### src/rtl/qrs_fifo.sv
// Small first-in first-out queue with registered storage.
`timescale 1ns / 1ps
module qrs_fifo #(
  parameter int WIDTH = 8,
  parameter int DEPTH = 4
) (
  input  logic             clk,
  input  logic             rst,
  input  logic             wr_en,
  input  logic [WIDTH-1:0] wr_data,
  output logic             full,
  input  logic             rd_en,
  output logic [WIDTH-1:0] rd_data,
  output logic             empty
);
  localparam int PTR_W = (DEPTH > 1) ? $clog2(DEPTH) : 1;
  localparam int CNT_W = $clog2(DEPTH + 1);

  logic [WIDTH-1:0] mem [0:DEPTH-1];
  logic [PTR_W-1:0] wr_ptr, rd_ptr;
  logic [CNT_W-1:0] count;
  logic             do_wr, do_rd;

  assign full    = (count == CNT_W'(DEPTH));
  assign empty   = (count == '0);
  assign do_wr   = wr_en && !full;
  assign do_rd   = rd_en && !empty;
  assign rd_data = mem[rd_ptr];

  // storage
  always_ff @(posedge clk) begin
    if (do_wr) begin
      mem[wr_ptr] <= wr_data;
    end
  end

  // pointers and fill level
  always_ff @(posedge clk) begin
    if (rst) begin
      wr_ptr <= '0;
      rd_ptr <= '0;
      count  <= '0;
    end else begin
      if (do_wr) begin
        wr_ptr <= (wr_ptr == PTR_W'(DEPTH - 1)) ? '0 : wr_ptr + 1'b1;
      end
      if (do_rd) begin
        rd_ptr <= (rd_ptr == PTR_W'(DEPTH - 1)) ? '0 : rd_ptr + 1'b1;
      end
      unique case ({do_wr, do_rd})
        2'b10:   count <= count + 1'b1;
        2'b01:   count <= count - 1'b1;
        default: count <= count;
      endcase
    end
  end

endmodule

### config.mk
export PLATFORM = sky130hd
export DESIGN_NAME = qrs_fifo
export DESIGN_NICKNAME = d
export VERILOG_FILES = /design/src/rtl/qrs_fifo.sv
export SDC_FILE = /design/constraint.sdc
export NUM_CORES = 1
export LEC_CHECK = 0
export ABC_AREA = 1
export BUFFER_PORTS_ARGS = -buffer_cell sky130_fd_sc_hd__buf_2
export CAP_MARGIN = 5
export CORE_UTILIZATION = 40
export DETAILED_ROUTE_END_ITERATION = 16
export GPL_TIMING_DRIVEN = 0
export PLACE_DENSITY = 0.7
export SYNTH_ARGS = -nofsm -noshare
export SYNTH_HDL_FRONTEND = slang
export SYNTH_SLANG_ARGS = --single-unit
### constraint.sdc
create_clock -name clk -period 1.8 [get_ports clk]
set_input_delay 0.27 -clock clk [delete_from_list [all_inputs] [get_ports clk]]
set_output_delay 0.27 -clock clk [all_outputs]
set_load 0.02 [all_outputs]
Word level (Yosys, flattened, before mapping)
Memory sizes are Yosys's and may differ from the RTL's. A register that Yosys moved wholly into a read port is not among the register bits.
Cells that the tools add are included.
{"block": "op_classes", "n_reduce_logical": 6, "addsub": 4, "eq_ne": 5, "mux": 7}
{"operator": "2-bit two-way mux", "n": 4}
{"operator": "2-bit equality test, second input constant", "n": 3}
{"operator": "3-bit one-hot mux with 2 select lines", "n": 1}
{"operator": "2-bit by 1-bit adder with 2-bit output, second input constant", "n": 2}
{"operator": "3-bit by 1-bit adder with 3-bit output, second input constant", "n": 1}
{"operator": "3-bit equality test, second input constant", "n": 1}
{"operator": "3-bit logical NOT", "n": 1}
{"operator": "3-bit by 1-bit subtractor with 3-bit output, second input constant", "n": 1}
{"operator": "2-bit by 1-bit equality test with 1-bit output, second input constant", "n": 1}
{"operator": "1-bit logical AND", "n": 2}
{"operator": "1-bit logical NOT", "n": 2}
{"operator": "1-bit two-way mux", "n": 2}
{"operator": "2-bit nonzero test", "n": 1}
{"block": "totals", "elab_cells": 26, "input_bits": 12, "reg_bits": 7, "output_inout_bits": 10, "ram_bits": 32, "memories": 1}
{"name": "mem", "depth": 4, "width": 8, "rd": 1, "rd_ports_with_merged_regs": 1, "wr": 1, "line": "19", "text": "logic [WIDTH-1:0] mem [0:DEPTH-1];"}

Longest topological paths before layout
Gate-level depths: netlist of run 1.
{"block": "logic_depth", "word_depth": 5, "depth_mapped": 13, "mapped_depth_nobuf": 13}

Least setup slack after synthesis of run 1
No wires, ideal clock.
{"block": "synth_timing", "kind": "flip-flop to flip-flop", "start": "register count[1]", "end": "register count[2]", "n_path_buf": 0, "setup_time_ns": 0.110, "synth_period_minus_slack_ns": 1.622, "path_stages_with_launch": 13, "arrival_time_ns": 1.512, "slack_ns": 0.178, "t_required_ns": 1.690, "cell_sequence": "dfxtp_1 -> nor2_1 -> nand2_2 -> nand2_2 -> ha_1 -> inv_1 -> fa_1 -> inv_1 -> nand2_1 -> nand3_1 -> nand2_1 -> inv_1 -> nor2_1"}
{"block": "synth_via", "elab_chain_cells": 5, "word_cells_on_any_way": 12, "cone_classes": "add/sub: 2; eq/ne: 3; mux: 1; reduce/logical: 6"}
{"element": "from (decl)", "line": "21", "text": "logic [CNT_W-1:0] count;"}
{"element": "from (signal assigned)", "line": "51", "text": "2'b10: count <= count + 1'b1;"}
{"element": "from (signal assigned)", "line": "52", "text": "2'b01: count <= count - 1'b1;"}
{"element": "from (signal assigned)", "line": "53", "text": "default: count <= count;"}
{"element": "3-bit equality test or 3-bit logical NOT (tied branches)", "line": "24, 25"}
{"element": "1-bit logical NOT (on tied branches)", "line": "26, 27"}
{"element": "1-bit logical AND (on tied branches)", "line": "26, 27"}
{"element": "2-bit by 1-bit equality test with 1-bit output or 2-bit equality test (tied branches)", "line": "50", "text": "unique case ({do_wr, do_rd})"}
{"element": "3-bit one-hot mux with 2 select lines or 2-bit nonzero test (tied branches)"}
Parallel ways exist; a longest one is shown, timed or not.
A chain may end at the register's enable or synchronous reset.

Final worst setup path of run 1
{"block": "layout_timing", "start": "register count[2]", "end": "memory mem[3][5] (enable)"}
{"block": "layout_via", "elab_chain_cells": 5}
{"element": "3-bit equality test", "line": "24", "text": "assign full = (count == CNT_W'(DEPTH));"}
{"element": "1-bit logical NOT", "line": "26", "text": "assign do_wr = wr_en && !full;"}
{"element": "1-bit logical AND", "line": "26"}
{"element": "1-bit two-way mux", "line": "32", "text": "if (do_wr) begin"}
{"element": "1-bit two-way mux (implied by the code)", "line": "33", "text": "mem[wr_ptr] <= wr_data;"}
{"element": "to (decl)", "line": "19"}
Every way passes these cells.

==> run summary, run 1 <==
vias in the first global route -> 1083
dominant synthesized flop cell -> edfxtp_1
Placed Cells -> 219
drt drc -> 0
Syn Nets -> 167
synthesized instance count -> 148
cells on worst reg2reg path -> 5
Max Clk Rate -> 587 MHz
clk_lat worst skew -> 0.29 ns
Tot GR Track Use -> 14.9%
Routed wire per std cell -> 13.4 µm
largest family of logic cells by synthesized area -> simple AND/OR/NAND/NOR gates
compound-cell area share of the yosys netlist -> 9.85%
DP HPWL -> 1.98 mm
effective utilization at floorplan -> 42.0%
final hold slack -> 0.186 ns
TritonCTS buffer count -> 5
Mapped Area -> 1700 µm²
gpl congestion -> 0.719
Finished Layout Cells -> 231
CP Class -> flop to flop
mean post-synth cell area -> 11.5 µm²
Routed WL -> 3.10 mm
DR vias/cell -> 4.74
Initial DRT Pass Iterations -> 4
largest net degree at the start of global routing -> 14
Max-cap violations -> 0
grt total ovfl -> 0
CP required -> 1.72 ns
Hold Crit Class -> primary input to flop
Row Count -> 23
CTS tree -> yes
Post-Synth XOR/XNOR Area -> 0%
die area -> 4520 µm²
clk_skew -> 0.00423 ns
share of cells above drive strength 1 -> 28.2%
Reg clk slew, reported paths -> 0.08 ns
#FFs+latches synth -> 41
count leader, synth -> edfxtp_1
dominant cell type by area after synthesis -> edfxtp_1
worst-path fanout max -> 8
Post-synth EDFFs -> 32
area delta synth->final -> 18.4%
core area -> 4060 µm²
initial antenna violation count -> 0
CTS HTree Levels -> 2
Hold Crit Depth -> 1
multiplexer area fraction after synthesis -> 0%
top cells by count, synth -> edfxtp_1 (32), nor2_1 (28), inv_1 (19), o21ai_0 (14), nand2_1 (12)
fin nets -> 199
slew margin rel. -> 47.0%
Synth Area in Adders -> 5.58%
pwr dens -> 1430 nW/µm²
Tcrit/Tclk final -> 94.7%
Filler cells -> 370
Worst VDD drop -> 790 µV
worst slew pin tran -> 0.792 ns
Simple-Gate Fraction of Synth Area -> 11.8%
Die Wd -> 67.2 µm
# clock sinks -> 41
Critical Path Start Type -> flop
Syn. warnings -> 0
post-synthesis sequential area ratio -> 67.0%
number of I/O port buffers -> 21
first-pass GRT wire length -> 4.77 mm
ys async rst share -> 0%
Synth top area share -> 56.4%
Crit. End Element -> flop
Yosys cell types -> 19
WP data arrival -> 1.63 ns
Post-CTS Hold Fix Bufs -> 0
shortest period the worst path allows -> 1.70 ns
die height -> 67.2 µm
CTS root buf -> clkbuf_8
Synth area leaders -> edfxtp_1 (56%), dfxtp_1 (11%), nor2_1 (6.2%), ha_1 (4.4%), inv_1 (4.2%)
Post-DRT Antenna Nets -> 0
final number of setup-violating endpoints -> 0
# IOs -> 22
via count -> 1095
final hold violation count -> 0
max-slew violation count -> 0
DRT iter0 DRCs -> 95
antenna cells -> 0
CTS max path bufs -> 2
Leak -> 0.000822 µW
status -> complete, no violations
-- kinds of logic (layout without fill, tap and decap cells) --
| kind of cell | after synthesis | in the layout |
|---|---|---|
| adders and majority gates | 7 | 7 |
| DFF | 41 | 41 |
| AOI/OAI and AO/OA | 30 | 30 |
| and+or+nand+nor | 48 | 48 |
| buffers and inverters | 22 | 55 |
-- registers in the layout, summed over array words and instances (netlist names), named ones only --
name,cells
rd_ptr,2
count,3
wr_ptr,2
mem,32
-- final timing paths --
| path | startpoint | endpoint | slack (ns) |
|---|---|---|---|
| max | count[2]$_SDFFE_PP0P_ | mem[3][5]$_DFFE_PP_ | 0.1 |
| min | wr_data[0] | mem[3][0]$_DFFE_PP_ | 0.19 |
| max reg2reg | count[2]$_SDFFE_PP0P_ | mem[3][5]$_DFFE_PP_ | 0.1 |
| min reg2reg | rd_ptr[1]$_SDFFE_PP0P_ | rd_ptr[1]$_SDFFE_PP0P_ | 0.53 |
-- report_power, final --
group,switching [µW],internal (µW),total (µW)
combinational,665,374,1040
clock,314,267,581
sequential,102,1170,1270
-- placed cells by master (no fill, tap or decap), types with 4 or more instances in the layout --
master and instances:
clkbuf_8 5, buf_4 4, a21oi_1 4, dfxtp_1 5, nand2_1 10, nor2_1 27
inv_1 18, edfxtp_1 32, o21ai_0 14, ha_1 6, o22ai_1 8, buf_2 21
dfxtp_2 4
-- what timing repair did --
action	CTS	global route
resized for setup	0	12
setup endpoints to repair	0	18
buffers inserted	0	4
-- per-layer routing --
| metal | wire length (µm) | part of all wire, % | track usage, % | vias to the layer above |
|---|---|---|---|---|
| met5 | 0 | 0 | 0 | - |
| li1 | - | - | - | 566 |
| met4 | 44 | 1.4 | 5.59 | 0 |
| met3 | 119 | 3.8 | 4.73 | 5 |
| met1 | 1400 | 45 | 17.5 | 502 |
| met2 | 1530 | 49 | 25.3 | 22 |
-- critical path: stages, from the launching register on --
cell,delay (ns)
dfxtp_2,0.32
buf_4,0.13
nand2_4,0.07
nand2_4,0.07
buf_4,0.14
nor2_1,0.59
-- layout make-up --
class / instances / area [µm²] / area share (%)
inverters: 20 / 75.1 / 3.72
well taps: 50 / 62.6 / 3.10
clock buffers: 5 / 68.8 / 3.41
multi-input cells: 85 / 489 / 24.3
clock inverters: 3 / 17.5 / 0.868
plain buffers: 2 / 22.5 / 1.12
flip-flops and latches: 41 / 1150 / 56.8
repair buffers: 25 / 135 / 6.70
-- per-stage QoR --
step                      util (%)  power [µW]  cell area, µm²  worst slack [ns]  setup TNS (ns)
after floorplan                  -        1940            1700             0.178               0
after global placement        46.1        2210            1870            0.0580               0
after detailed placement      46.1        2240            1870            0.0352               0
after CTS                     48.2        2820            1960            0.0111               0
after global routing          49.7        3090            2020           -0.0242         -0.0439
final                         49.7        2890            2020            0.0952               0
Note: power is estimated with default switching activity, not from simulation.
==> inputs of run 2 (changes only) <==
- CAP_MARGIN: 5 -> unset
- clock period: 1.8 -> 2.2 ns (I/O delays scaled with it)
==> run summary, run 2 (same netlist as run 1, synthesis figures left out) <==
status -> complete, no violations
Worst VDD drop -> 651 µV (-18%)
CTS max path bufs -> 2 (unchanged)
Hold Crit Depth -> 1 (unchanged)
RR Startpoint -> count[1]$_SDFFE_PP0P_
TritonCTS buffer count -> 5 (unchanged)
Tot GR Track Use -> 14.9% (unchanged)
Routed WL -> 2.97 mm (-4.2%)
worst-path fanout max -> 9 (+1)
CP required -> 1.87 ns (+0.15 ns)
WL met3 -> 114 µm (-4.2%)
CTS tree -> yes
Post-CTS Hold Fix Bufs -> 0 (unchanged)
max FFs per register -> 32 (unchanged)
via count -> 1067 (-2.6%)
Top Registers -> mem x32, count x3
CP Class -> flop to primary output
setup TNS -> 0 ns (unchanged)
max-slew violation count -> 0 (unchanged)
FF-to-FF setup slack -> 0.42 ns (+0.32 ns)
post_cts resized -> 0 (unchanged)
die area -> 4520 µm² (unchanged)
final number of setup-violating endpoints -> 0 (unchanged)
Initial DRT Pass Iterations -> 4 (unchanged)
top sig layer -> met4
first-pass GRT wire length -> 4.77 mm (unchanged)
Reg clk slew, reported paths -> 0.08 ns (about the same)
Critical Path Start Type -> flop
largest net degree at the start of global routing -> 14 (unchanged)
Crit. End Element -> primary output
WP data arrival -> 1.50 ns (-0.13 ns)
# IOs -> 22 (unchanged)
Max Clk Rate -> 545 MHz
drt drc -> 0 (unchanged)
crit path cell chain -> inv_1 -> o21ai_0 -> o22ai_1 -> buf_2
# clock sinks -> 41 (unchanged)
CTS root buf -> clkbuf_8
Hold Crit Class -> primary input to flop
Biggest register -> mem
fin nets -> 195 (-2.0%)
clk_lat worst skew -> 0.29 ns (about the same)
Place WS -> 0.435 ns (+0.400 ns)
cells on worst reg2reg path -> 12 (+7)
CTS HTree Levels -> 2 (unchanged)
effective utilization at floorplan -> 42.0% (unchanged)
initial antenna violation count -> 0 (unchanged)
share of cells above drive strength 1 -> 21.5% (-6.7 points)
most frequent cells in the layout -> edfxtp_1 (32), nor2_1 (28), buf_2 (21), inv_1 (19), o21ai_0 (14)
Reg-to-Reg End -> count[2]$_SDFFE_PP0P_
clk_skew -> 0.00495 ns (+0.000720 ns)
Routed wire per std cell -> 13.1 µm (-2.5%)
DP HPWL -> 1.98 mm (unchanged)
unrepaired setup endpoints after global routing -> false
number of I/O port buffers -> 21 (unchanged)
Filler cells -> 371 (+0.27%)
Die Wd -> 67.2 µm (unchanged)
gpl congestion -> 0.719 (unchanged)
core area -> 4060 µm² (unchanged)
Tot Pwr -> 2280 µW (-21%)
Leak -> 0.000790 µW (-3.8%)
DRT iter0 DRCs -> 105 (+11%)
pwr dens -> 1170 nW/µm² (-19%)
Row Count -> 23 (unchanged)
vias in the first global route -> 1083 (unchanged)
shortest period the worst path allows -> 1.83 ns
area delta synth->final -> 14.9%
wl on met1 -> 1.41 mm (+0.50%)
WHS Endpoint -> mem[2][6]$_DFFE_PP_
Hold Startpoint -> wr_data[6]
worst slew pin tran -> 0.798 ns (+0.00649 ns)
CP peak stage delay -> 0.41 ns (-0.18 ns)
Tcrit/Tclk final -> 83.4%
grt total ovfl -> 0 (unchanged)
die height -> 67.2 µm (unchanged)
Post-CTS Setup Bufs -> 0 (unchanged)
most common cell after layout, fill and taps aside -> edfxtp_1
Max-cap violations -> 0 (unchanged)
setup ws final -> 0.366 ns (+0.271 ns)
antenna cells -> 0 (unchanged)
DR vias/cell -> 4.70 (-0.84%)
Post-DRT Antenna Nets -> 0 (unchanged)
slew margin rel. -> 46.6% (-0.43 points)
Slowest-stage cell, CP -> dfxtp_1
DR WL met2 -> 1.40 mm (-8.7%)
final hold violation count -> 0 (unchanged)
Util after Layout -> 48.2% (-1.5 points)
[run 2: changes by cell type in the layout (fill, tap and decap cells not counted), moves of 2 or more]
cell | previous run | this run
buf_4 | 4 | 0
dfxtp_1 | 5 | 9
dfxtp_2 | 4 | 0
nand2_1 | 10 | 12
nand2_4 | 2 | 0
[run 2: metrics by stage]
step | cells | hold WS [ns] | instance area (µm²)
global placement | 219 | 0.518 | 1870
floorplan | 148 | 0.429 | 1700
detailed placement | 219 | 0.519 | 1870
global route | 227 | 0.243 | 1960
finish | 227 | 0.247 | 1960
CTS | 227 | 0.240 | 1960
[run 2: layout make-up]
| type | count | area [µm²] | share of cell area [%] |
|---|---|---|---|
| Timing Repair Buffer | 21 | 105 | 5.37 |
| Sequential cell | 41 | 1140 | 58.3 |
| Multi-Input combinational cell | 85 | 464 | 23.7 |
| Buffer | 2 | 22.5 | 1.15 |
| Inverter | 20 | 75.1 | 3.84 |
| Clock inverter | 3 | 17.5 | 0.895 |
| Tap cell | 50 | 62.6 | 3.20 |
| Clock buffer | 5 | 68.8 | 3.52 |
[run 2: how the worst max path moves through the flow]
stage	start	end
floorplan	count[1]$_SDFFE_PP0P_	count[2]$_SDFFE_PP0P_
global placement	count[1]$_SDFFE_PP0P_	count[2]$_SDFFE_PP0P_
detailed placement	count[1]$_SDFFE_PP0P_	count[2]$_SDFFE_PP0P_
CTS	flop	rd_data[5]
global route	count[1]$_SDFFE_PP0P_	count[2]$_SDFFE_PP0P_
finish	flop	rd_data[5]
[run 2: metal layers]
layer / GRT usage [%] / vias up
li1: - / 557
met1: 17.5 / 483
met2: 25.3 / 22
met3: 4.73 / 5
met4: 5.59 / 0
met5: 0 / -
[run 2: power by group]
part	internal, µW	switching (µW)	leakage [µW]
clock network	219	256	0.0000439
logic	270	514	0.000378
registers	950	73.5	0.000368
total	1440	843	0.000790
[run 2: critical path: cells and delay by family, from the launching register on]
kind            cells  cell delay, ns
compound gates      2            0.32
buf+inv             2            0.47
flops               1            0.41
==> inputs of run 3 (changes only) <==
- ABC_AREA: 1 -> 0
- PLACE_DENSITY: 0.7 -> 0.72
- clock period: 2.2 -> 1.63 ns (I/O delays scaled with it)
==> run summary, run 3 <==
CTS root buf -> clkbuf_8
clk_skew -> 0.00607 ns (+0.00113 ns)
number of I/O port buffers -> 20 (-4.8%)
final hold violation count -> 0 (unchanged)
# clock sinks -> 41 (unchanged)
Hold Crit Class -> primary input to flop
multiplexer area fraction after synthesis -> 11.5% (+12 points)
failing checks -> negative setup slack
initial antenna violation count -> 0 (unchanged)
first-pass GRT wire length -> 4.62 mm (-3.2%)
mean post-synth cell area -> 17.2 µm² (+49%)
slew margin rel. -> 70.7% (+24 points)
final number of setup-violating endpoints -> 10 (+10)
setup ws final -> -0.516 ns (-0.882 ns)
Max Clk Rate -> 466 MHz
Tot GR Track Use -> 15.6% (+0.68 points)
Syn. warnings -> 0 (unchanged)
CTS HTree Levels -> 2 (unchanged)
WP data arrival -> 2.37 ns (+0.87 ns)
Crit. End Element -> flop
effective utilization at floorplan -> 43.4% (+1.4 points)
die area -> 4380 µm² (-3.1%)
clk_lat worst skew -> 0.29 ns (about the same)
# IOs -> 22 (unchanged)
Leak -> 0.000764 µW (-3.2%)
#FFs+latches synth -> 41 (unchanged)
status -> complete, but fails checks
Yosys cell types -> 27 (+8)
largest family of logic cells by synthesized area -> multiplexers
antenna cells -> 0 (unchanged)
ys async rst share -> 0% (unchanged)
Row Count -> 22 (-4.3%)
DP HPWL -> 1.93 mm (-2.8%)
max FFs per register -> 32 (unchanged)
Worst VDD drop -> 871 µV (+34%)
max-slew violation count -> 0 (unchanged)
dominant synthesized flop cell -> edfxtp_1
most common cell after layout, fill and taps aside -> edfxtp_1
dominant cell type by area after synthesis -> edfxtp_1
Top Registers -> mem x32, count x3
Routed WL -> 2.88 mm (-3.2%)
Max-cap violations -> 0 (unchanged)
gpl congestion -> 0.763 (+6.2%)
Tcrit/Tclk final -> 132%
Critical Path Start Type -> flop
Reg clk slew, reported paths -> 0.07 ns (about the same)
post-synthesis sequential area ratio -> 69.2% (+2.2 points)
most frequent cells in the layout -> edfxtp_1 (32), buf_2 (11), mux4_2 (8), buf_4 (8), buf_6 (8)
pwr dens -> 1540 nW/µm² (+32%)
Die Wd -> 66.2 µm (-1.6%)
worst-path fanout max -> 2 (-7)
worst slew pin tran -> 0.439 ns (-0.359 ns)
via count -> 907 (-15%)
Synth area leaders -> edfxtp_1 (58%), dfxtp_1 (11%), mux4_2 (11%), ha_1 (4.6%), inv_1 (1.8%)
Syn Nets -> 115 (-31%)
Biggest register -> mem
Tot Pwr -> 3160 µW (+38%)
count leader, synth -> edfxtp_1
core area -> 3800 µm² (-6.4%)
Filler cells -> 309 (-17%)
DR vias/cell -> 5.12 (+9.0%)
Synth Area in Adders -> 5.77% (+0.19 points)
grt total ovfl -> 0 (unchanged)
Post-synth EDFFs -> 32 (unchanged)
Initial DRT Pass Iterations -> 4 (unchanged)
TritonCTS buffer count -> 5 (unchanged)
Routed wire per std cell -> 16.2 µm (+24%)
Place WS -> -0.692 ns (-1.13 ns)
largest net degree at the start of global routing -> 14 (unchanged)
CP required -> 1.85 ns (-0.02 ns)
synthesized instance count -> 96 (-35%)
CTS tree -> yes
FF-to-FF setup slack -> -0.52 ns (-0.94 ns)
fin nets -> 147 (-25%)
top cells by count, synth -> edfxtp_1 (32), dfxtp_1 (9), inv_1 (8), mux4_2 (8), ha_1 (6)
CTS max path bufs -> 2 (unchanged)
DRT iter0 DRCs -> 45 (-57%)
drt drc -> 0 (unchanged)
CP Class -> flop to flop
shortest period the worst path allows -> 2.15 ns
die height -> 66.2 µm (-1.6%)
Mapped Area -> 1650 µm² (-3.2%)
area delta synth->final -> 24.8%
Simple-Gate Fraction of Synth Area -> 5.92% (-5.9 points)
compound-cell area share of the yosys netlist -> 3.19% (-6.7 points)
share of cells above drive strength 1 -> 47.3% (+26 points)
Post-DRT Antenna Nets -> 0 (unchanged)
unrepaired setup endpoints after global routing -> true
Post-Synth XOR/XNOR Area -> 1.06% (+1.1 points)
vias in the first global route -> 984 (-9.1%)
Synth top area share -> 58.3% (+1.9 points)
[run 3: changes by cell type after synthesis, sizes merged, moves of 4 or more]
| cell | before | now |
|---|---|---|
| nand2 | 14 | 1 |
| o22ai | 8 | 0 |
| inv | 20 | 8 |
| o21ai | 18 | 1 |
| nor2 | 30 | 4 |
| and3 | 0 | 4 |
| mux4 | 0 | 8 |
[run 3: through the flow]
step | utilization, % | instances | instance area (µm²) | setup TNS [ns] | hold WS, ns
2_1_floorplan | - | 96 | 1670 | -0.901 | 0.343
3_3_place_gp | 48.2 | 164 | 1830 | -1.03 | 0.454
3_5_place_dp | 48.2 | 164 | 1830 | -1.17 | 0.467
4_1_cts | 53.5 | 176 | 2030 | -1.33 | 0.156
5_1_grt | 54.1 | 177 | 2060 | -1.75 | 0.159
6_report | 54.1 | 177 | 2060 | -1.11 | 0.165
[run 3: final timing paths]
check / start / to / cells after the start
max: count[2]$_SDFFE_PP0P_ / count[2]$_SDFFE_PP0P_ / 9
min: wr_data[5] / mem[0][5]$_DFFE_PP_ / 1
max reg2reg: count[2]$_SDFFE_PP0P_ / count[2]$_SDFFE_PP0P_ / 9
min reg2reg: rd_ptr[0]$_SDFFE_PP0P_ / flop / 2
[run 3: area by class of cell]
cell class              instances  area (µm²)  area share, %
inverters                       8        32.5           1.58
plain buffers                   2        18.8          0.913
well taps                      48        60.1           2.92
flip-flops and latches         41        1150           55.9
repair buffers                 27         205           9.98
clock buffers                   5        68.8           3.35
multi-input cells              43         505           24.6
clock inverters                 3        16.3          0.791
[run 3: power by group]
group / internal, µW / switching, µW
Sequential: 1280 / 65.4
Clock: 296 / 336
Combinational: 592 / 586
[run 3: metal layers]
metal | up-vias | GRT usage [%] | wire length, µm
li1 | 427 | - | -
met1 | 447 | 17.3 | 1210
met2 | 29 | 25.9 | 1490
met3 | 4 | 7.07 | 148
met4 | 0 | 6.12 | 27
met5 | - | 0 | 0
[run 3: timing repair]
item / in CTS / in global routing
buffers inserted: 6 / 1
hold buffers: 0 / 0
resized for setup: 28 / 3
pin swaps: 3 / 0
endpoints found under the hold margin: 0 / 0
endpoints found under the setup margin: 12 / 12
[run 3: worst max-delay path, stage by stage (launching register included)]
cell and delay [ns]:
dfxtp_2 0.34, or3b_4 0.38, and2_4 0.16, inv_4 0.05
ha_4 0.13, inv_2 0.03, fa_2 0.35, xor2_2 0.17
or3_4 0.33, a21oi_2 0.13
[run 3: cells by family after synthesis]
group                    count (synthesis)
flip-flops                              41
AND/OR/NAND/NOR                         17
buffers and inverters                   12
multiplexers                             9
AO/OA/AOI/OAI                            8
adder cells (fa/ha/maj)                  7
XOR/XNOR                                 2
